--- src/rtl/elevator_car_controller_top_assert.svh ---
// Assertion macros for the elevator car controller.
// Used by the top level only; needs no package.
`ifndef ELEVATOR_CAR_CONTROLLER_TOP_ASSERT_SVH
`define ELEVATOR_CAR_CONTROLLER_TOP_ASSERT_SVH

// Same-cycle implication, disabled during reset
`define ECC_ASSERT_IMPL(label, clk, rst, ante, cons) \
   label: assert property (@(posedge clk) disable iff (rst) (ante) |-> (cons)) \
      else $error("elevator car controller: assertion failed");

// Next-cycle implication, disabled during reset
`define ECC_ASSERT_NEXT(label, clk, rst, ante, cons) \
   label: assert property (@(posedge clk) disable iff (rst) (ante) |=> (cons)) \
      else $error("elevator car controller: assertion failed");

`endif

--- src/rtl/ecc_pkg.sv ---
// Shared types, codes and helpers for the elevator car controller.
// No dependencies; imported by every module of the block.
package ecc_pkg;

   // Shaft size
   localparam int FLOOR_COUNT = 8;
   localparam int FloorW      = $clog2(FLOOR_COUNT);

   // Event codes
   localparam logic [2:0] OP_TICK      = 3'd0;
   localparam logic [2:0] OP_REQUEST   = 3'd1;
   localparam logic [2:0] OP_EMERG     = 3'd2;
   localparam logic [2:0] OP_CLEAR     = 3'd3;
   localparam logic [2:0] OP_AT_FLOOR  = 3'd4;

   // Car state codes as seen on the result
   localparam logic [2:0] CAR_IDLE     = 3'd0;
   localparam logic [2:0] CAR_UP       = 3'd1;
   localparam logic [2:0] CAR_DOWN     = 3'd2;
   localparam logic [2:0] CAR_DOORS    = 3'd3;
   localparam logic [2:0] CAR_EMERG    = 3'd4;

   // Direction codes
   localparam logic [1:0] HEAD_NONE    = 2'd0;
   localparam logic [1:0] HEAD_UP      = 2'd1;
   localparam logic [1:0] HEAD_DOWN    = 2'd2;

   // Motor codes
   localparam logic [1:0] DRIVE_STOP   = 2'd0;
   localparam logic [1:0] DRIVE_SLOW   = 2'd1;
   localparam logic [1:0] DRIVE_FULL   = 2'd2;

   // Register map
   localparam int CSR_COUNT = 2;
   localparam int CsrIdxW   = $clog2(CSR_COUNT);
   localparam logic [CsrIdxW-1:0] CSR_TRANSIT = CsrIdxW'(0);
   localparam logic [CsrIdxW-1:0] CSR_DOOR    = CsrIdxW'(1);

   localparam logic [7:0] TRANSIT_RESET = 8'd5;
   localparam logic [7:0] DOOR_RESET    = 8'd3;

   typedef struct packed {
      logic [2:0] operation;
      logic [7:0] floor;
   } req_type;

   typedef struct packed {
      logic [2:0]             car_state;
      logic [FloorW-1:0]      current_floor;
      logic [FloorW-1:0]      target_floor;
      logic                   target_valid;
      logic [1:0]             travel_direction;
      logic [1:0]             motor_command;
      logic [FLOOR_COUNT-1:0] pending_requests;
   } rsp_type;

   typedef struct packed {
      logic [7:0] transit_ticks;
      logic [7:0] door_ticks;
   } cfg_type;

   // One-hot mask for a floor
   function automatic logic [FLOOR_COUNT-1:0] floor_mask(input logic [FloorW-1:0] f);
      logic [FLOOR_COUNT-1:0] m;
      m    = '0;
      m[f] = 1'b1;
      return m;
   endfunction

endpackage

--- src/rtl/ecc_target.sv ---
// Target floor picker: directional scan with nearest-floor fallback.
// Depends on ecc_pkg.
module ecc_target (
   input  logic [ecc_pkg::FLOOR_COUNT-1:0] req_bits,
   input  logic [ecc_pkg::FloorW-1:0]      floor_now,
   input  logic [1:0]                      heading,
   output logic [ecc_pkg::FloorW-1:0]      target
);
   import ecc_pkg::*;

   logic              up_found, dn_found, near_found;
   logic [FloorW-1:0] up_floor, dn_floor, near_floor;

   always_comb begin
      logic [FloorW-1:0] fv;
      logic [FloorW-1:0] span;
      logic [FloorW-1:0] best_dist;
      up_found   = 1'b0;
      dn_found   = 1'b0;
      near_found = 1'b0;
      up_floor   = '0;
      dn_floor   = '0;
      near_floor = '0;
      best_dist  = '0;
      fv         = '0;
      span       = '0;

      // lowest requested floor at or above the car
      for (int f = FLOOR_COUNT - 1; f >= 0; f--) begin
         if (req_bits[f] && (FloorW'(f) >= floor_now)) begin
            up_found = 1'b1;
            up_floor = FloorW'(f);
         end
      end

      // highest requested floor at or below the car
      for (int f = 0; f < FLOOR_COUNT; f++) begin
         if (req_bits[f] && (FloorW'(f) <= floor_now)) begin
            dn_found = 1'b1;
            dn_floor = FloorW'(f);
         end
      end

      // nearest requested floor, strict compare keeps the lower on a tie
      for (int f = 0; f < FLOOR_COUNT; f++) begin
         fv   = FloorW'(f);
         span = (fv > floor_now) ? (fv - floor_now) : (floor_now - fv);
         if (req_bits[f] && (!near_found || (span < best_dist))) begin
            near_found = 1'b1;
            best_dist  = span;
            near_floor = fv;
         end
      end

      if ((heading == HEAD_UP) && up_found) begin
         target = up_floor;
      end else if ((heading == HEAD_DOWN) && dn_found) begin
         target = dn_floor;
      end else begin
         target = near_floor;
      end
   end

endmodule

--- src/rtl/ecc_core.sv ---
// Car state machine: applies one event to the car state per step.
// Depends on ecc_pkg and ecc_target.
module ecc_core (
   input  logic             clock,
   input  logic             reset,
   input  logic             step,
   input  ecc_pkg::req_type item,
   input  ecc_pkg::cfg_type cfg,
   output ecc_pkg::rsp_type result
);
   import ecc_pkg::*;

   typedef enum logic [2:0] {
      ST_IDLE  = CAR_IDLE,
      ST_UP    = CAR_UP,
      ST_DOWN  = CAR_DOWN,
      ST_DOORS = CAR_DOORS,
      ST_EMERG = CAR_EMERG
   } mode_type;

   mode_type               mode_ff, mode_in;
   logic [FloorW-1:0]      now_ff, now_in;
   logic [FloorW-1:0]      goal_ff, goal_in;
   logic                   goal_set_ff, goal_set_in;
   logic [1:0]             heading_ff, heading_in;
   logic [FLOOR_COUNT-1:0] req_ff, req_in;
   logic                   halt_ff, halt_in;
   logic [7:0]             dc_ff, dc_in;
   logic [7:0]             tc_ff, tc_in;
   logic                   dt_ff, dt_in;
   logic                   tt_ff, tt_in;
   logic [1:0]             drive_ff, drive_in;

   logic [FloorW-1:0]      pick;
   logic [1:0]             pick_heading;
   logic                   going_up;
   logic                   last_leg;
   logic [FloorW-1:0]      moved;
   logic                   floor_ok;

   // idle always searches for the nearest floor
   assign pick_heading = (mode_ff == ST_IDLE) ? HEAD_NONE : heading_ff;

   ecc_target u_target (
      .req_bits  (req_ff),
      .floor_now (now_ff),
      .heading   (pick_heading),
      .target    (pick)
   );

   // travel helpers
   assign going_up = (mode_ff == ST_UP);
   assign floor_ok = (item.floor < 8'(FLOOR_COUNT));

   always_comb begin
      if (going_up) begin
         last_leg = (({1'b0, now_ff} + 1'b1) == {1'b0, goal_ff});
         moved    = (now_ff != FloorW'(FLOOR_COUNT - 1)) ? now_ff + 1'b1 : now_ff;
      end else begin
         last_leg = (now_ff != '0) && ((now_ff - 1'b1) == goal_ff);
         moved    = (now_ff != '0) ? now_ff - 1'b1 : now_ff;
      end
   end

   // next state
   always_comb begin
      mode_in     = mode_ff;
      now_in      = now_ff;
      goal_in     = goal_ff;
      goal_set_in = goal_set_ff;
      heading_in  = heading_ff;
      req_in      = req_ff;
      halt_in     = halt_ff;
      dc_in       = dc_ff;
      tc_in       = tc_ff;
      dt_in       = dt_ff;
      tt_in       = tt_ff;
      drive_in    = drive_ff;

      if (step) begin
         case (item.operation)
            OP_TICK: begin
               if (halt_ff) begin
                  drive_in = DRIVE_STOP;
                  mode_in  = ST_EMERG;
               end else begin
                  case (mode_ff)
                     ST_IDLE: begin
                        drive_in   = DRIVE_STOP;
                        heading_in = HEAD_NONE;
                        if (|req_ff) begin
                           goal_in     = pick;
                           goal_set_in = 1'b1;
                           if (pick == now_ff) begin
                              req_in  = req_ff & ~floor_mask(now_ff);
                              mode_in = ST_DOORS;
                              dc_in   = '0;
                              dt_in   = 1'b1;
                           end else if (pick < now_ff) begin
                              heading_in = HEAD_DOWN;
                              mode_in    = ST_DOWN;
                              tc_in      = '0;
                              tt_in      = 1'b1;
                              drive_in   = DRIVE_FULL;
                           end else begin
                              heading_in = HEAD_UP;
                              mode_in    = ST_UP;
                              tc_in      = '0;
                              tt_in      = 1'b1;
                              drive_in   = DRIVE_FULL;
                           end
                        end
                     end
                     ST_UP, ST_DOWN: begin
                        if (tt_ff) begin
                           tc_in = tc_ff + 8'd1;
                           if (last_leg && (tc_in >= (cfg.transit_ticks >> 1))) begin
                              drive_in = DRIVE_SLOW;
                           end
                           // one floor of travel done
                           if (tc_in >= cfg.transit_ticks) begin
                              now_in = moved;
                              tc_in  = '0;
                              if (req_ff[moved]) begin
                                 req_in   = req_ff & ~floor_mask(moved);
                                 mode_in  = ST_DOORS;
                                 dc_in    = '0;
                                 dt_in    = 1'b1;
                                 tt_in    = 1'b0;
                                 drive_in = DRIVE_STOP;
                              end else if (going_up ? (moved >= goal_ff)
                                                    : (moved <= goal_ff)) begin
                                 mode_in     = ST_IDLE;
                                 tt_in       = 1'b0;
                                 goal_set_in = 1'b0;
                                 goal_in     = '0;
                                 drive_in    = DRIVE_STOP;
                              end else begin
                                 drive_in = DRIVE_FULL;
                              end
                           end
                        end
                     end
                     ST_DOORS: begin
                        drive_in = DRIVE_STOP;
                        if (dt_ff) begin
                           dc_in = dc_ff + 8'd1;
                           if (dc_in >= cfg.door_ticks) begin
                              dt_in = 1'b0;
                              dc_in = '0;
                              if (|req_ff) begin
                                 goal_in     = pick;
                                 goal_set_in = 1'b1;
                                 if (pick > now_ff) begin
                                    heading_in = HEAD_UP;
                                    mode_in    = ST_UP;
                                    tc_in      = '0;
                                    tt_in      = 1'b1;
                                    drive_in   = DRIVE_FULL;
                                 end else if (pick < now_ff) begin
                                    heading_in = HEAD_DOWN;
                                    mode_in    = ST_DOWN;
                                    tc_in      = '0;
                                    tt_in      = 1'b1;
                                    drive_in   = DRIVE_FULL;
                                 end else begin
                                    // request at this floor: hold the doors again
                                    req_in = req_ff & ~floor_mask(now_ff);
                                    dc_in  = '0;
                                    dt_in  = 1'b1;
                                 end
                              end else begin
                                 mode_in     = ST_IDLE;
                                 goal_set_in = 1'b0;
                                 goal_in     = '0;
                                 heading_in  = HEAD_NONE;
                              end
                           end
                        end
                     end
                     default: begin
                        drive_in = DRIVE_STOP;
                        mode_in  = ST_EMERG;
                     end
                  endcase
               end
            end
            OP_REQUEST: begin
               if (floor_ok) begin
                  req_in = req_ff | floor_mask(item.floor[FloorW-1:0]);
               end
            end
            OP_EMERG: begin
               halt_in  = 1'b1;
               mode_in  = ST_EMERG;
               drive_in = DRIVE_STOP;
            end
            OP_CLEAR: begin
               halt_in = 1'b0;
               mode_in = ST_IDLE;
            end
            OP_AT_FLOOR: begin
               if (floor_ok) begin
                  now_in = item.floor[FloorW-1:0];
               end
            end
            default: begin
            end
         endcase
      end
   end

   // result view of the updated state
   always_comb begin
      result.car_state        = mode_in;
      result.current_floor    = now_in;
      result.target_floor     = goal_set_in ? goal_in : '0;
      result.target_valid     = goal_set_in;
      result.travel_direction = heading_in;
      result.motor_command    = drive_in;
      result.pending_requests = req_in;
   end

   // state registers
   always_ff @(posedge clock) begin
      if (reset) begin
         mode_ff     <= ST_IDLE;
         now_ff      <= '0;
         goal_ff     <= '0;
         goal_set_ff <= 1'b0;
         heading_ff  <= HEAD_NONE;
         req_ff      <= '0;
         halt_ff     <= 1'b0;
         dc_ff       <= '0;
         tc_ff       <= '0;
         dt_ff       <= 1'b0;
         tt_ff       <= 1'b0;
         drive_ff    <= DRIVE_STOP;
      end else begin
         mode_ff     <= mode_in;
         now_ff      <= now_in;
         goal_ff     <= goal_in;
         goal_set_ff <= goal_set_in;
         heading_ff  <= heading_in;
         req_ff      <= req_in;
         halt_ff     <= halt_in;
         dc_ff       <= dc_in;
         tc_ff       <= tc_in;
         dt_ff       <= dt_in;
         tt_ff       <= tt_in;
         drive_ff    <= drive_in;
      end
   end

endmodule

--- src/rtl/elevator_car_controller_top.sv ---
// Top level of the elevator car controller: channels, registers, pipeline.
// Depends on ecc_pkg, ecc_core and elevator_car_controller_top_assert.svh.
//
// Usage:
//   req_*  : one event per beat (tick, request, emergency stop/clear,
//            floor reached). Accepted when req_valid is high and req_stall low.
//   rsp_*  : one result beat per event: car state, floors, direction, motor
//            command and pending request mask after that event.
//   csr_*  : register writes (0 transit_ticks, 1 door_ticks); csr_ready is
//            always high. Write only while no event is in flight.
// Path: an accepted event beat passes an input register, then the result
//   register, which takes the state update.
// Throughput: one event per cycle unless stalled; combinational state update.
// Stall: when rsp_stall holds a waiting result, the input register still
//   takes one more beat; req_stall rises only when both stages are full.
// Reset: synchronous, active high. Car idle at floor 0, no requests, no
//   target, motor stopped, transit_ticks 5, door_ticks 3, both stages empty.
module elevator_car_controller_top (
   input  logic                      clock,
   input  logic                      reset,
   input  logic                      req_valid,
   output logic                      req_stall,
   input  ecc_pkg::req_type          req_data,
   output logic                      rsp_valid,
   input  logic                      rsp_stall,
   output ecc_pkg::rsp_type          rsp_data,
   input  logic                      csr_valid,
   output logic                      csr_ready,
   input  logic [ecc_pkg::CsrIdxW-1:0] csr_index,
   input  logic [7:0]                csr_data
);
   import ecc_pkg::*;

   `include "elevator_car_controller_top_assert.svh"

   cfg_type cfg_ff, cfg_in;
   logic    in_valid_ff, in_valid_in;
   req_type in_data_ff;
   logic    rsp_valid_ff, rsp_valid_in;
   rsp_type rsp_data_ff;
   rsp_type core_result;
   logic    load_rsp;
   logic    take_req;
   logic    rsp_stopped;
   logic    rsp_moving;
   logic    rsp_motor_off;

   // register writes
   assign csr_ready = 1'b1;

   always_comb begin
      cfg_in = cfg_ff;
      if (csr_valid && csr_ready) begin
         case (csr_index)
            CSR_TRANSIT: cfg_in.transit_ticks = csr_data;
            CSR_DOOR:    cfg_in.door_ticks    = csr_data;
            default: begin
            end
         endcase
      end
   end

   // pipeline flow control
   assign load_rsp    = in_valid_ff && (!rsp_valid_ff || !rsp_stall);
   assign req_stall   = in_valid_ff && !load_rsp;
   assign take_req    = req_valid && !req_stall;
   assign in_valid_in = take_req || (in_valid_ff && !load_rsp);
   assign rsp_valid_in = load_rsp || (rsp_valid_ff && rsp_stall);

   ecc_core u_core (
      .clock  (clock),
      .reset  (reset),
      .step   (load_rsp),
      .item   (in_data_ff),
      .cfg    (cfg_ff),
      .result (core_result)
   );

   // control registers
   always_ff @(posedge clock) begin
      if (reset) begin
         cfg_ff.transit_ticks <= TRANSIT_RESET;
         cfg_ff.door_ticks    <= DOOR_RESET;
         in_valid_ff          <= 1'b0;
         rsp_valid_ff         <= 1'b0;
      end else begin
         cfg_ff       <= cfg_in;
         in_valid_ff  <= in_valid_in;
         rsp_valid_ff <= rsp_valid_in;
      end
   end

   // payload registers
   always_ff @(posedge clock) begin
      if (take_req) begin
         in_data_ff <= req_data;
      end
      if (load_rsp) begin
         rsp_data_ff <= core_result;
      end
   end

   assign rsp_valid = rsp_valid_ff;
   assign rsp_data  = rsp_data_ff;

   // result state classes for the checks
   assign rsp_stopped   = (rsp_data.car_state == CAR_DOORS) ||
                          (rsp_data.car_state == CAR_EMERG);
   assign rsp_moving    = (rsp_data.car_state == CAR_UP) ||
                          (rsp_data.car_state == CAR_DOWN);
   assign rsp_motor_off = (rsp_data.motor_command == DRIVE_STOP);

   // checks
   `ECC_ASSERT_IMPL(a_stall_needs_item, clock, reset, req_stall, in_valid_ff)
   `ECC_ASSERT_NEXT(a_item_reaches_rsp, clock, reset, in_valid_ff && !rsp_valid_ff, rsp_valid_ff)
   `ECC_ASSERT_IMPL(a_stopped_states, clock, reset, rsp_valid && rsp_stopped, rsp_motor_off)
   `ECC_ASSERT_IMPL(a_moving_drives, clock, reset, rsp_valid && rsp_moving, !rsp_motor_off)

endmodule

--- config.mk ---
export PLATFORM = sky130hd
export DESIGN_NAME = elevator_car_controller_top
export DESIGN_NICKNAME = d
export VERILOG_FILES = /design/src/rtl/ecc_pkg.sv /design/src/rtl/ecc_target.sv /design/src/rtl/ecc_core.sv /design/src/rtl/elevator_car_controller_top.sv
export VERILOG_INCLUDE_DIRS = /design/src /design/src/rtl
export SDC_FILE = /design/constraint.sdc
export NUM_CORES = 1
export LEC_CHECK = 0
export BUFFER_PORTS_ARGS = -buffer_cell sky130_fd_sc_hd__buf_2
export CORE_UTILIZATION = 30
export CTS_BUF_LIST = sky130_fd_sc_hd__clkbuf_4
export DETAILED_ROUTE_END_ITERATION = 8
export GPL_ROUTABILITY_DRIVEN = 0
export RECOVER_POWER = 25
export SETUP_SLACK_MARGIN = 0.1
export SLEW_MARGIN = 40
export SYNTH_ARGS = -nofsm -noshare
export SYNTH_HDL_FRONTEND = slang
export SYNTH_SLANG_ARGS = --single-unit
--- constraint.sdc ---
create_clock -name clock -period 15.25 [get_ports clock]
set_input_delay 0 -clock clock [delete_from_list [all_inputs] [get_ports clock]]
set_output_delay 0 -clock clock [all_outputs]
set_load 0.05 [all_outputs]
-- Word level (Yosys, flattened, before mapping)
Index checks and enable logic that the tools add are counted.
- flip-flop bits (word level): 92
- input bits: 25
- logic and storage cells: 396
- add/sub/neg operators: 19
- order comparisons: 45
- equal/unequal tests: 23
- muxes and demuxes: 208
- bitwise gates (word level): 7
- reductions and logical operators: 69
- operator list (operator ; number):
    $mux W8 ; 29
    $mux W3 ; 70
    $pmux W8 S3 ; 3
    $mux W1 ; 63
    $mux W2 ; 27
    $logic_and A1 B1 Y1 ; 34
    $pmux W3 S3 ; 3
    $lt A3 B3 Y1 ; 8
    $reduce_and A10 Y1 ; 2
    $add A8 B1 Y8 const B ; 2
    $and A8 B8 Y8 ; 2
    $ge A8 B8 Y1 ; 2
    $not A8 Y8 ; 2
    $pmux W8 S2 ; 1
    $eq A3 B2 Y1 const B ; 4
    $ge A3 B3 Y1 const A ; 4
    $gt A3 B3 Y1 const A ; 4
    $le A3 B3 Y1 const A ; 4
    $lt A3 B4 Y1 const B ; 3
    $ne A2 B1 Y1 const B ; 6
    $sub A3 B3 Y3 const A ; 4
    $sub A3 B3 Y3 const B ; 4
    $logic_not A1 Y1 ; 11
    $reduce_and A11 Y1 ; 1
    other kinds (44) ; 78

-- Depth between registers and ports, before layout
Gate-level depths: netlist of run 1.
- depth in word-level cells: 43
- depth in mapped cells: 68

-- Cells and area by module
Synthesis of run 1 repeated with hierarchy kept, for this count alone.
- cells, all modules: 904
- area total of the unflattened synthesis: 7538.5 um2
- modules (own cells, without submodules) (module ; times used ; cells an instance ; area each (um2) ; sequential area each (um2)):
    ecc_core ; 1 ; 556 ; 4180.3 ; 820.8
    elevator_car_controller_top ; 1 ; 107 ; 1729.2 ; 1351.3
    ecc_target ; 1 ; 241 ; 1629.1 ; 0.0

-- Worst setup path after synthesis of run 1
Ideal clock, no wire load.
- kind: register to register
- start: reg u_core.now_ff[1]
- end: reg u_core.tc_ff[0]
- setup time: 0.075 ns
- data arrival time: 12.399 ns
- data required time: 15.175 ns
- setup slack: 2.776 ns
- cell stages (with the launch flop): 65
- path through: dfxtp_1 -> clkbuf_1 -> inv_1 -> ha_1 -> clkbuf_1 -> nand2b_1 -> clkbuf_1 -> o21ai_0 -> o21ai_0 -> nand2_1 -> ha_1 -> nor2b_1 -> o211a_1 -> o221ai_1 -> a21boi_0 -> ha_1 -> nand2_1 -> nand2_1 -> [29 not listed] -> ha_1 -> or4_1 -> a21oi_1 -> o2111ai_1 -> o211a_1 -> o21ai_0 -> ha_1 -> nor2b_1 -> o21ai_0 -> nand2b_1 -> clkbuf_1 -> and2_0 -> clkbuf_1 -> o31a_1 -> nor4_2 -> clkbuf_1 -> nand2_1 -> o22ai_1
- cells in the longest elaborated chain, start to end: 39
- elaborated cells between the ends (all ways): 156
- classes of those cells: 15 x add/sub; 33 x order compare; 3 x eq/ne; 66 x mux; 39 x reduce/logical
- ends and longest elaborated chain (what ; line ; source):
    start, declared ; ecc_core.sv:22 ; logic [FloorW-1:0] now_ff, now_in;
    start signal, assigned ; ecc_core.sv:241 ; now_ff <= now_in;
    $sub A1 B3 Y3 or $gt A1 B3 Y1 (tied branches) ; ecc_target.sv:47 ; span = (fv > floor_now) ? (fv - floor_now) : (floor_now - fv);
    $mux W3 ; ecc_target.sv:47 ;
    $mux W3 ; ecc_target.sv:48 ; if (req_bits[f] && (!near_found || (span < best_dist))) begin
    $lt A3 B3 Y1 ; ecc_target.sv:48 ;
    $logic_or A1 B1 Y1 ; ecc_target.sv:48 ;
    $logic_and A1 B1 Y1 ; ecc_target.sv:48 ;
    $mux W3 or $mux W1 (tied branches) ; ecc_target.sv:48 ;
    $lt A3 B3 Y1 or $logic_not A1 Y1 (tied branches) ; ecc_target.sv:48 ;
    [23 not listed] ; - ;
    $mux W3 ; ecc_target.sv:57 ; end else if ((heading == HEAD_DOWN) && dn_found) begin
    $mux W3 ; ecc_target.sv:55 ; if ((heading == HEAD_UP) && up_found) begin
    $gt A3 B3 Y1 ; ecc_core.sv:154 ; if (pick > now_ff) begin
    $mux W8 ; ecc_core.sv:154 ;
    $mux W8 ; ecc_core.sv:151 ; if (|req_ff) begin
    $mux W8 ; ecc_core.sv:148 ; if (dc_in >= cfg.door_ticks) begin
    $mux W8 ; ecc_core.sv:146 ; if (dt_ff) begin
    $pmux W8 S3 ; ecc_core.sv:87 ; case (mode_ff)
    end signal, assigned ; ecc_core.sv:248 ; tc_ff <= tc_in;
    end, declared ; ecc_core.sv:29 ; logic [7:0] tc_ff, tc_in;
Several ways; a longest one is shown, not always the timed one. The select of a mux whose other input is x is not followed.
A chain may end at the register's enable or synchronous reset.

-- Final worst setup path of run 1
- start: reg u_core.now_ff[1]
- end: reg u_core.tc_ff[2]
Same word-level chain as after synthesis.

==> results of run 1 <==
==> report_power, final <==
group	total, mW	internal [mW]	switching [mW]	leakage [nW]
Clock	0.138	0.0519	0.0863	0.0744
Sequential	0.265	0.261	0.00438	0.788
Combinational	0.0565	0.0199	0.0366	2.24
==> sequential cells by signal, indices dropped and copies added, names as in the netlist, 2 cells and up <==
signal             count
u_core.drive_ff        2
in_data_ff            11
u_core.mode_ff         3
u_core.tc_ff           8
cfg_ff                16
u_core.now_ff          3
u_core.req_ff          8
u_core.dc_ff           8
rsp_data              22
u_core.goal_ff         3
u_core.heading_ff      2
==> per-layer routing <==
layer  GRT usage  up-vias  routed length [um]
met5           0        -                   0
met4      0.0675        0                 657
met3      0.0308       40                1140
met2       0.291      213                9820
met1       0.232     3238                9550
li1            -     3391                   -
==> stage by stage <==
step	instance area [um2]	std cells
global placement	7720	1220
floorplan	7220	891
detailed placement	7730	1220
finish	8230	1274
global route	8230	1274
CTS	8240	1273
==> cell usage in the layout (no fill, tap or decap), types with 5 or more instances in the layout <==
master,n
nor3b_1,5
a22oi_1,5
edfxtp_1,33
nand4_1,8
clkbuf_4,10
nand3_1,27
nor2_1,57
nand2_1,113
nor3_1,19
ha_1,58
mux2i_1,13
a211oi_1,5
and3_1,5
nand3b_1,5
o21a_1,11
nand2b_1,25
buf_2,28
a31oi_1,20
xnor2_1,8
a21o_1,15
xor2_1,6
o22ai_1,7
or3_1,7
dlygate4sd3_1,37
nor2b_1,28
a31o_2,6
clkbuf_1,20
dfxtp_1,59
a21oi_1,75
inv_1,44
o21ai_0,59
buf_4,7
a22o_1,6
or2_2,5
==> final timing paths <==
kind	to	cells after the start	slack [ns]	startpoint
setup / recovery	u_core.tc_ff[2]	58	1.42	u_core.now_ff[1]
hold / removal	cfg_ff[2]	3	0.14	reset
setup reg to reg	u_core.tc_ff[2]	58	1.42	u_core.now_ff[1]
hold reg to reg	cfg_ff[5]	2	0.47	cfg_ff[5]
==> cells in the mapped netlist, types with 4 or more instances <==
library cell	instances	area, um2
mux2i_1	13	130
xnor2_1	8	70.1
o21a_1	11	82.6
nand2_1	113	424
ha_1	58	726
nor4_1	4	25.0
inv_1	44	165
or2_2	5	31.3
and2_1	5	31.3
edfxtp_1	33	991
nor2b_1	30	188
dfxtp_1	59	1180
a21boi_0	4	30.0
a22o_1	6	52.6
a22oi_1	5	37.5
and3_1	5	31.3
nand3_1	27	135
or3_1	7	43.8
o31ai_1	4	30.0
a31o_2	6	52.6
nor3b_1	5	37.5
xor2_1	6	52.6
a211oi_1	5	37.5
a21o_1	15	113
o22ai_1	7	43.8
nand4_1	8	50.1
o211ai_1	4	30.0
clkbuf_1	37	139
a21oi_1	75	375
a31oi_1	20	125
o21ai_0	59	295
o32ai_1	4	35.0
nor3_1	21	105
nand2b_1	25	156
o31a_1	4	35.0
nand3b_1	5	37.5
nor2_1	57	214
==> layout make-up <==
class	instances	share of cell area
diodes	1	0.000304
clock buffers	10	0.00913
clock inverters	6	0.00776
inverters	46	0.0210
multi-input cells	708	0.572
flip-flops and latches	92	0.264
well taps	319	0.0485
repair buffers	92	0.0776
==> worst max-delay path, delay by kind of cell (launching register included) <==
family | cells | cell delay (ns)
AO/OA/AOI/OAI | 28 | 6.32
adder cells (fa/ha/maj) | 9 | 2.85
AND/OR/NAND/NOR | 13 | 2.24
multiplexers | 3 | 0.70
flip-flops | 1 | 0.76
buffers and inverters | 5 | 0.85
==> kinds of logic (layout without fill, tap and decap cells) <==
family,Yosys count,after routing,synth area share
DFF,92,92,0.301
other,1,2,0.000520
muxes,16,16,0.0227
buffers and inverters,91,154,0.0508
and+or+nand+nor,334,334,0.231
xor gates and xnor gates,14,14,0.0170
adders and majority gates,58,58,0.101
AOI/OAI and AO/OA,285,285,0.276
==> what timing repair did <==
action                                 in CTS  in global routing
buffers inserted                            0                  0
endpoints found under the hold margin      29                  0
gates resized for setup                     0                  1
hold buffers                               37                  0
setup endpoints to repair                   0                  3
==> results.sh, run 1 <==
export IMPL_async_flop_share=0
export IMPL_clock_sinks=92
export IMPL_postLayoutCoreUtil=0.349
export IMPL_grt_overflow_total=0
export IMPL_hold_ws_ns=0.141
export IMPL_clock_latency_ns=0.47
export IMPL_power_density_mw_per_mm2=55.9
export IMPL_leakage_nw=3.10
export IMPL_clkTransAtPathRegs_ns=0.15
export IMPL_antenna_left=0
export IMPL_max_slew_margin_rel=0.490
export IMPL_final_hold_viol_count=0
export IMPL_area_growth_syn_to_layout_pct=14.0
export IMPL_cts_buffers=9
export IMPL_cp_end_kind="flop"
export IMPL_path_common_cell="ha_1"
export IMPL_multi_input_area_mm2=0.00470
export IMPL_arrival_ns=14.20
export IMPL_cpPeakStageDelay_ns=0.76
export IMPL_coreArea_mm2=0.0235
export IMPL_synth_net_count=974
export IMPL_vias=6882
export IMPL_grt_pass1_vias=6609
export IMPL_die_h_um=157
export IMPL_regArea_mm2=0.00217
export IMPL_syn_inst=891
export IMPL_rsz0062_at_grt="no"
export IMPL_start_util=0.307
export IMPL_avgSynthCellArea_um2=8.10
export IMPL_slew_viol_final=0
export IMPL_ir_drop_uv=51.9
export IMPL_setup_viol=0
export IMPL_skew_ns=0.0307
export IMPL_p_total_mw=0.460
export IMPL_criticalPathCategory="flop to flop"
export IMPL_ctsRootBufferMaster="clkbuf_4"
export IMPL_first_pass_iters=7
export IMPL_cap_violations=0
export IMPL_grt_pass1_wl_um=34600
export IMPL_io_buffers=48
export IMPL_dp_hpwl_um=15500
export IMPL_worst_pin_slew_ns=0.745
export IMPL_synth_seq_area_share=0.301
export IMPL_fin_crit_sh=0.907
export IMPL_finalSetupTns_ns=0
export IMPL_vias_per_cell=5.40
export IMPL_avgRoutedWirePerCell_um=16.6
export IMPL_ys_flop_type="dfxtp_1"
export IMPL_cp_max_fo=18
export IMPL_ctsHtreeMaxLevel=3
export IMPL_critPathLaunchType="flop"
export IMPL_cp_required_ns=15.63
export IMPL_period_minus_slack_ns=13.83
export IMPL_fin_ws_ns=1.42
export IMPL_grt_max_degree=55
export IMPL_synth_cell_type_count=94
export IMPL_syn_area_mm2=0.00722
export IMPL_fmax_mhz=72.3
export IMPL_dp_worst_setup_slack_ns=1.47
export IMPL_die_area_mm2=0.0247
export IMPL_outcome="completed"
export IMPL_yosys_warnings=0
export IMPL_cts_tree="done"
export IMPL_wirelength_um=21200
export IMPL_die_w_um=157
export IMPL_cpMaxStageDelayCell="dfxtp_1"
export IMPL_worstHoldPathType="input port to flop"
export IMPL_clockBufferDepth=2
export IMPL_grt_usage=0.178
export IMPL_post_route_cells_drive_above_1_share=0.0975
export IMPL_ys_seq_elements=92
export IMPL_grt_antenna_before_repair=1
export IMPL_std_cell_rows=56
export IMPL_synth_edf_count=33
export IMPL_drc_errors=0
export IMPL_first_iter_violations=472
export IMPL_ioPinCount=50
export IMPL_finalNetCount=1032
export IMPL_n_fill_cell=2532
Power figures use the tool's default switching activity.
==> run 2: changes to the inputs <==
==> constraint.sdc (replaced) <==
create_clock -name clock -period 17.55 [get_ports clock]
set_input_delay 0 -clock clock [delete_from_list [all_inputs] [get_ports clock]]
set_output_delay 0 -clock clock [all_outputs]
set_load 0.05 [all_outputs]
==> run 2 against run 1 <==
Compared with the run above:
- maximum frequency down 4.0%
- highest routed layer unchanged
- global-route usage down 0.058 points
- sequential power down 13%
- critical path depth up 1
- flip-flop and latch count unchanged
- largest cell class unchanged
- sequential share of layout area down 0.080 points
- critical path type unchanged
==> results.sh, run 2 (synthesis gave the netlist of run 1 again) <==
export IMPL_ctsHtreeMaxLevel=3
export IMPL_finalNetCount=1032
export IMPL_wirelength_met1_um=9350
export IMPL_cap_violations=0
export IMPL_die_w_um=157
export IMPL_rsz0062_at_grt="no"
export IMPL_first_iter_violations=444
export IMPL_design_area_mm2=0.00825
export IMPL_dpl_instance_area_mm2=0.00774
export IMPL_fin_crit_sh=0.821
export IMPL_cpPeakStageDelay_ns=0.59
export IMPL_dp_hpwl_um=15500
export IMPL_die_area_mm2=0.0247
export IMPL_antenna_left=0
export IMPL_arrival_ns=14.78
export IMPL_clock_sinks=92
export IMPL_ioPinCount=50
export IMPL_outcome="completed"
export IMPL_min_path_cells=3
export IMPL_grt_max_degree=55
export IMPL_routed_wl_met2_um=9660
export IMPL_cp_end_kind="flop"
export IMPL_vias=6940
export IMPL_power_density_mw_per_mm2=50.6
export IMPL_worstHoldPathType="input port to flop"
export IMPL_cp_max_fo=36
export IMPL_final_hold_viol_count=0
export IMPL_ctsRootBufferMaster="clkbuf_4"
export IMPL_clockBufferDepth=2
export IMPL_largest_register_ffs=22
export IMPL_final_common_cell="nand2_1"
export IMPL_period_minus_slack_ns=14.40
export IMPL_rrSetupSlack_ns=3.15
export IMPL_path_common_cell="ha_1"
export IMPL_skew_ns=0.0196
export IMPL_avgRoutedWirePerCell_um=16.5
export IMPL_mostFrequentLayoutCells="nand2_1 (113), a21oi_1 (75), o21ai_0 (59), dfxtp_1 (59), ha_1 (58)"
export IMPL_finalSetupTns_ns=0
export IMPL_area_growth_syn_to_layout_pct=14.3
export IMPL_setup_viol=0
export IMPL_cts_tree="done"
export IMPL_wirelength_um=21000
export IMPL_p_int_mw=0.305
export IMPL_coreArea_mm2=0.0235
export IMPL_first_pass_iters=8
export IMPL_std_cell_rows=56
export IMPL_leakage_nw=3.09
export IMPL_die_h_um=157
export IMPL_cpMaxStageDelayCell="o41ai_1"
export IMPL_grt_usage=0.177
export IMPL_criticalPathCategory="flop to flop"
export IMPL_start_util=0.307
export IMPL_n_fill_cell=2499
export IMPL_power_switching_share=0.271
export IMPL_clkTransAtPathRegs_ns=0.16
export IMPL_max_slew_margin_rel=0.412
export IMPL_worst_pin_slew_ns=0.874
export IMPL_ir_drop_uv=43.6
export IMPL_grt_overflow_total=0
export IMPL_drc_errors=0
export IMPL_vias_per_cell=5.45
export IMPL_critPathLaunchType="flop"
export IMPL_wl_met3_um=1440
export IMPL_p_comb_frac=0.116
export IMPL_clockPowerShare=0.332
export IMPL_post_route_cells_drive_above_1_share=0.0933
export IMPL_io_buffers=48
export IMPL_power_switching_mw=0.113
export IMPL_clock_latency_ns=0.47
export IMPL_cp_required_ns=17.92
export IMPL_p_seq_frac=0.552
export IMPL_top_layer="met4"
export IMPL_grt_pass1_vias=6618
export IMPL_grt_antenna_before_repair=1
export IMPL_rr_worst_depth=59
export IMPL_grt_pass1_wl_um=34300
export IMPL_cts_buffers=9
export IMPL_slew_viol_final=0
export IMPL_fmax_mhz=69.4
[run 2: power by group through the flow]
stage | Combinational [mW] | Sequential, mW | Clock [mW]
floorplan | 0.0230 | 0.242 | 0
global placement | 0.0423 | 0.235 | 0
detailed placement | 0.0427 | 0.235 | 0
CTS | 0.0490 | 0.231 | 0.144
global route | 0.0533 | 0.231 | 0.153
finish | 0.0486 | 0.230 | 0.138
[run 2: cell type report]
class | instances | area, um2 | area share
clock buffer | 10 | 75.1 | 0.00910
multi-input combinational | 708 | 4700 | 0.570
tap | 319 | 399 | 0.0484
inverter | 46 | 173 | 0.0209
antenna | 1 | 2.50 | 0.000303
clock inverter | 6 | 93.8 | 0.0114
sequential | 92 | 2170 | 0.263
timing repair buffer | 92 | 634 | 0.0769
[run 2: final timing paths]
| kind | startpoint | end |
|---|---|---|
| worst min register to register | cfg_ff[4] | cfg_ff[4] |
| worst max register to register | u_core.now_ff[0] | u_core.tc_ff[1] |
| worst min-delay path | reset | u_core.heading_ff[1] |
| worst max-delay path | u_core.now_ff[0] | u_core.tc_ff[1] |
[run 2: what timing repair did]
item | CTS | global route
buffers inserted | 0 | 0
resized for setup | 0 | 0
endpoints found under the hold margin | 29 | 0
hold buffers | 37 | 0
[run 2: critical path, delay by kind of cell (launching register included)]
kind	cells	cell delay, ns
AOI/OAI and AO/OA	28	6.46
adders and majority gates	9	2.74
buffers and inverters	4	1.00
DFF	1	0.34
muxes	3	0.71
and+or+nand+nor	15	3.02
[run 2: through the flow]
stage          utilization  power [mW]  hold WS [ns]  std cells  setup WS (ns)
5_1_grt              0.350       0.438        0.0964       1274           1.83
3_5_place_dp         0.329       0.278         0.180       1220           3.40
3_3_place_gp         0.328       0.277         0.178       1220           3.48
4_1_cts              0.352       0.424        0.0726       1273           3.31
6_report             0.350       0.418         0.124       1274           3.15
2_1_floorplan            -       0.265        0.0989        891           5.08
[run 2: routing by layer]
layer | global-route usage | vias to the layer above
li1 | - | 3396
met1 | 0.229 | 3248
met2 | 0.292 | 260
met3 | 0.0328 | 36
met4 | 0.0670 | 0
met5 | 0 | -
==> run 3: changes to the inputs <==
--- a/config.mk
+++ b/config.mk
@@ -6,6 +6,7 @@
 export SDC_FILE = /design/constraint.sdc
 export NUM_CORES = 1
 export LEC_CHECK = 0
+export ABC_AREA = 1
 export BUFFER_PORTS_ARGS = -buffer_cell sky130_fd_sc_hd__buf_2
 export CORE_UTILIZATION = 30
 export CTS_BUF_LIST = sky130_fd_sc_hd__clkbuf_4
==> constraint.sdc (replaced) <==
create_clock -name clock -period 13.1 [get_ports clock]
set_input_delay 0 -clock clock [delete_from_list [all_inputs] [get_ports clock]]
set_output_delay 0 -clock clock [all_outputs]
set_load 0.05 [all_outputs]
==> run 3 against run 2 <==
Compared with the run above:
- the run now ends with design-rule violations, max-capacitance violations, max-slew violations left
- critical path depth up 12
- non-clock buffer count down 15
- die area down 5.5%
- routed wire length shrank 7.9%
- sequential power is 35% higher
- largest cell class unchanged
==> results.sh, run 3 <==
export IMPL_outcome="complete, but fails checks"
export IMPL_violations="design-rule violations, max-capacitance violations, max-slew violations"
export IMPL_wirelength_um=19300
export IMPL_cp_required_ns=13.47
export IMPL_mostFrequentLayoutCells="nand2_1 (222), inv_1 (140), o21ai_0 (104)"
export IMPL_avgRoutedWirePerCell_um=14.5
export IMPL_path_common_cell="nand2_1"
export IMPL_cts_resized=0
export IMPL_synth_net_count=1064
export IMPL_synth_cell_type_count=49
export IMPL_ctsRootBufferMaster="clkbuf_4"
export IMPL_slew_viol_final=35
export IMPL_cts_buffers=9
export IMPL_grt_pass1_vias=6414
export IMPL_clkTransAtPathRegs_ns=0.16
export IMPL_die_area_mm2=0.0233
export IMPL_die_h_um=153
export IMPL_cts_tree="done"
export IMPL_ys_seq_elements=92
export IMPL_met1_usage=0.222
export IMPL_finalSetupTns_ns=0
export IMPL_cts_hold_fix_buffers=24
export IMPL_worst_pin_slew_ns=1.73
export IMPL_clockBufferDepth=2
export IMPL_fin_crit_sh=0.829
export IMPL_final_common_cell="nand2_1"
export IMPL_clock_latency_ns=0.48
export IMPL_ctsHtreeMaxLevel=3
export IMPL_dp_worst_setup_slack_ns=2.40
export IMPL_setup_viol=0
export IMPL_avgSynthCellArea_um2=6.95
export IMPL_io_buffers=48
export IMPL_cp_max_fo=14
export IMPL_clock_sinks=92
export IMPL_first_iter_violations=644
export IMPL_power_density_mw_per_mm2=73.1
export IMPL_synth_area_leader_cell="dfxtp_1"
export IMPL_cp_end_kind="flop"
export IMPL_grt_use_met3=0.0279
export IMPL_synth_edf_count=33
export IMPL_synth_top_cells_by_count="nand2_1 (222), inv_1 (140), o21ai_0 (104)"
export IMPL_postCtsSetupRepairBufs=0
export IMPL_cap_violations=1
export IMPL_vias_per_cell=5.02
export IMPL_largest_register_ffs=22
export IMPL_skew_ns=0.0306
export IMPL_cpMaxStageDelayCell="dfxtp_1"
export IMPL_grt_antenna_before_repair=0
export IMPL_std_cell_rows=54
export IMPL_rsz0062_at_grt="no"
export IMPL_async_flop_share=0
export IMPL_critPathLaunchType="flop"
export IMPL_crit_buf_inv=11
export IMPL_arrival_ns=11.24
export IMPL_crit_family="simple AND/OR/NAND/NOR gates"
export IMPL_start_util=0.309
export IMPL_fmax_mhz=92.1
export IMPL_grt_usage=0.168
export IMPL_worstHoldPathType="input port to flop"
export IMPL_grtUsageMet2=0.281
export IMPL_yosys_warnings=0
export IMPL_fin_ws_ns=2.24
export IMPL_cpPeakStageDelay_ns=0.53
export IMPL_final_hold_viol_count=0
export IMPL_die_w_um=153
export IMPL_grt_pass1_wl_um=31700
export IMPL_grt_overflow_total=0
export IMPL_ys_flop_type="dfxtp_1"
export IMPL_synth_area_top_cells="dfxtp_1 (17%), edfxtp_1 (15%), nand2_1 (12%)"
export IMPL_drc_errors=1
export IMPL_dp_hpwl_um=14700
export IMPL_vias=6661
export IMPL_synth_most_common_cell="nand2_1"
export IMPL_grt_busiest_layer="met2"
export IMPL_criticalPathCategory="flop to flop"
export IMPL_synth_top_area_share=0.173
export IMPL_grt_max_degree=35
export IMPL_syn_inst=981
export IMPL_syn_area_mm2=0.00682
export IMPL_coreArea_mm2=0.0220
export IMPL_max_slew_margin_rel=-0.157
export IMPL_post_route_cells_drive_above_1_share=0.0697
export IMPL_ir_drop_uv=53.6
export IMPL_first_pass_iters=7
export IMPL_antenna_left=0
export IMPL_synth_seq_area_share=0.319
export IMPL_finalNetCount=1126
export IMPL_period_minus_slack_ns=10.86
export IMPL_area_growth_syn_to_layout_pct=12.6
export IMPL_leakage_nw=3.55
export IMPL_ioPinCount=50
export IMPL_antenna_diode_count=0
==> run 3: cell types whose count changed in the layout (fill, tap and decap cells not counted), moves of 13 or more <==
cell           change
dlygate4sd3_1     -13
inv_1             +96
nand2_2           +13
mux2i_1           -13
a31oi_1           -13
nand2b_1          -25
nor2b_1           -29
nand2_1          +109
a21o_1            -15
o21ai_0           +45
nor2_1            +27
==> run 3: cell type report <==
type / count / area (um2)
Fill cell: 2383 / 14400
Multi-Input combinational cell: 720 / 3970
Sequential cell: 92 / 2170
Inverter: 143 / 537
Timing Repair Buffer: 77 / 510
Tap cell: 280 / 350
Clock buffer: 9 / 67.6
Clock inverter: 7 / 66.3
==> run 3: report_power, final <==
part,internal (mW),total (mW),switching [mW]
registers,0.305,0.310,0.00525
logic,0.0293,0.0892,0.0599
clock network,0.0577,0.162,0.104
==> run 3: cells by family (layout without fill, tap and decap cells) <==
logic type / Yosys count / count (layout) / synth area share
AOI/OAI and AO/OA: 249 / 249 / 0.209
xor gates and xnor gates: 16 / 16 / 0.0206
adders and majority gates: 58 / 58 / 0.106
buffers and inverters: 169 / 236 / 0.100
DFF: 92 / 92 / 0.319
other: 1 / 1 / 0.000550
and+or+nand+nor: 396 / 396 / 0.245
==> run 3: worst paths after layout <==
path	from	cells after the start	end	slack [ns]
max	u_core.now_ff[1]	71	u_core.tc_ff[0]	2.24
min	csr_valid	3	cfg_ff[3]	0.08
max reg2reg	u_core.now_ff[1]	71	u_core.tc_ff[0]	2.24
min reg2reg	cfg_ff[6]	2	cfg_ff[6]	0.47
==> run 3: stage by stage <==
| stage | instances | utilization | hold slack, ns | power, mW | cell area [um2] |
|---|---|---|---|---|---|
| global route | 1328 | 0.348 | 0.0667 | 0.588 | 7670 |
| floorplan | 981 | - | 0.0989 | 0.374 | 6820 |
| global placement | 1287 | 0.331 | 0.177 | 0.397 | 7300 |
| detailed placement | 1288 | 0.332 | 0.178 | 0.399 | 7320 |
| CTS | 1328 | 0.349 | 0.0515 | 0.564 | 7700 |
| finish | 1328 | 0.348 | 0.0754 | 0.561 | 7670 |
==> run 3: worst reg2reg max path: cells and delay by family (launching register included) <==
kind	cells	cell delay, ns
DFF	1	0.53
AOI/OAI and AO/OA	16	2.76
and+or+nand+nor	35	3.17
buffers and inverters	11	1.64
adders and majority gates	9	2.67
==> run 3: metal layers <==
layer  routed length (um)  vias up  part of all wire
li1                     -     3397                 -
met1                 8780     2999              0.45
met2                 8760      229              0.45
met3                 1320       36             0.068
met4                  460        0             0.024
met5                    0        -                 0
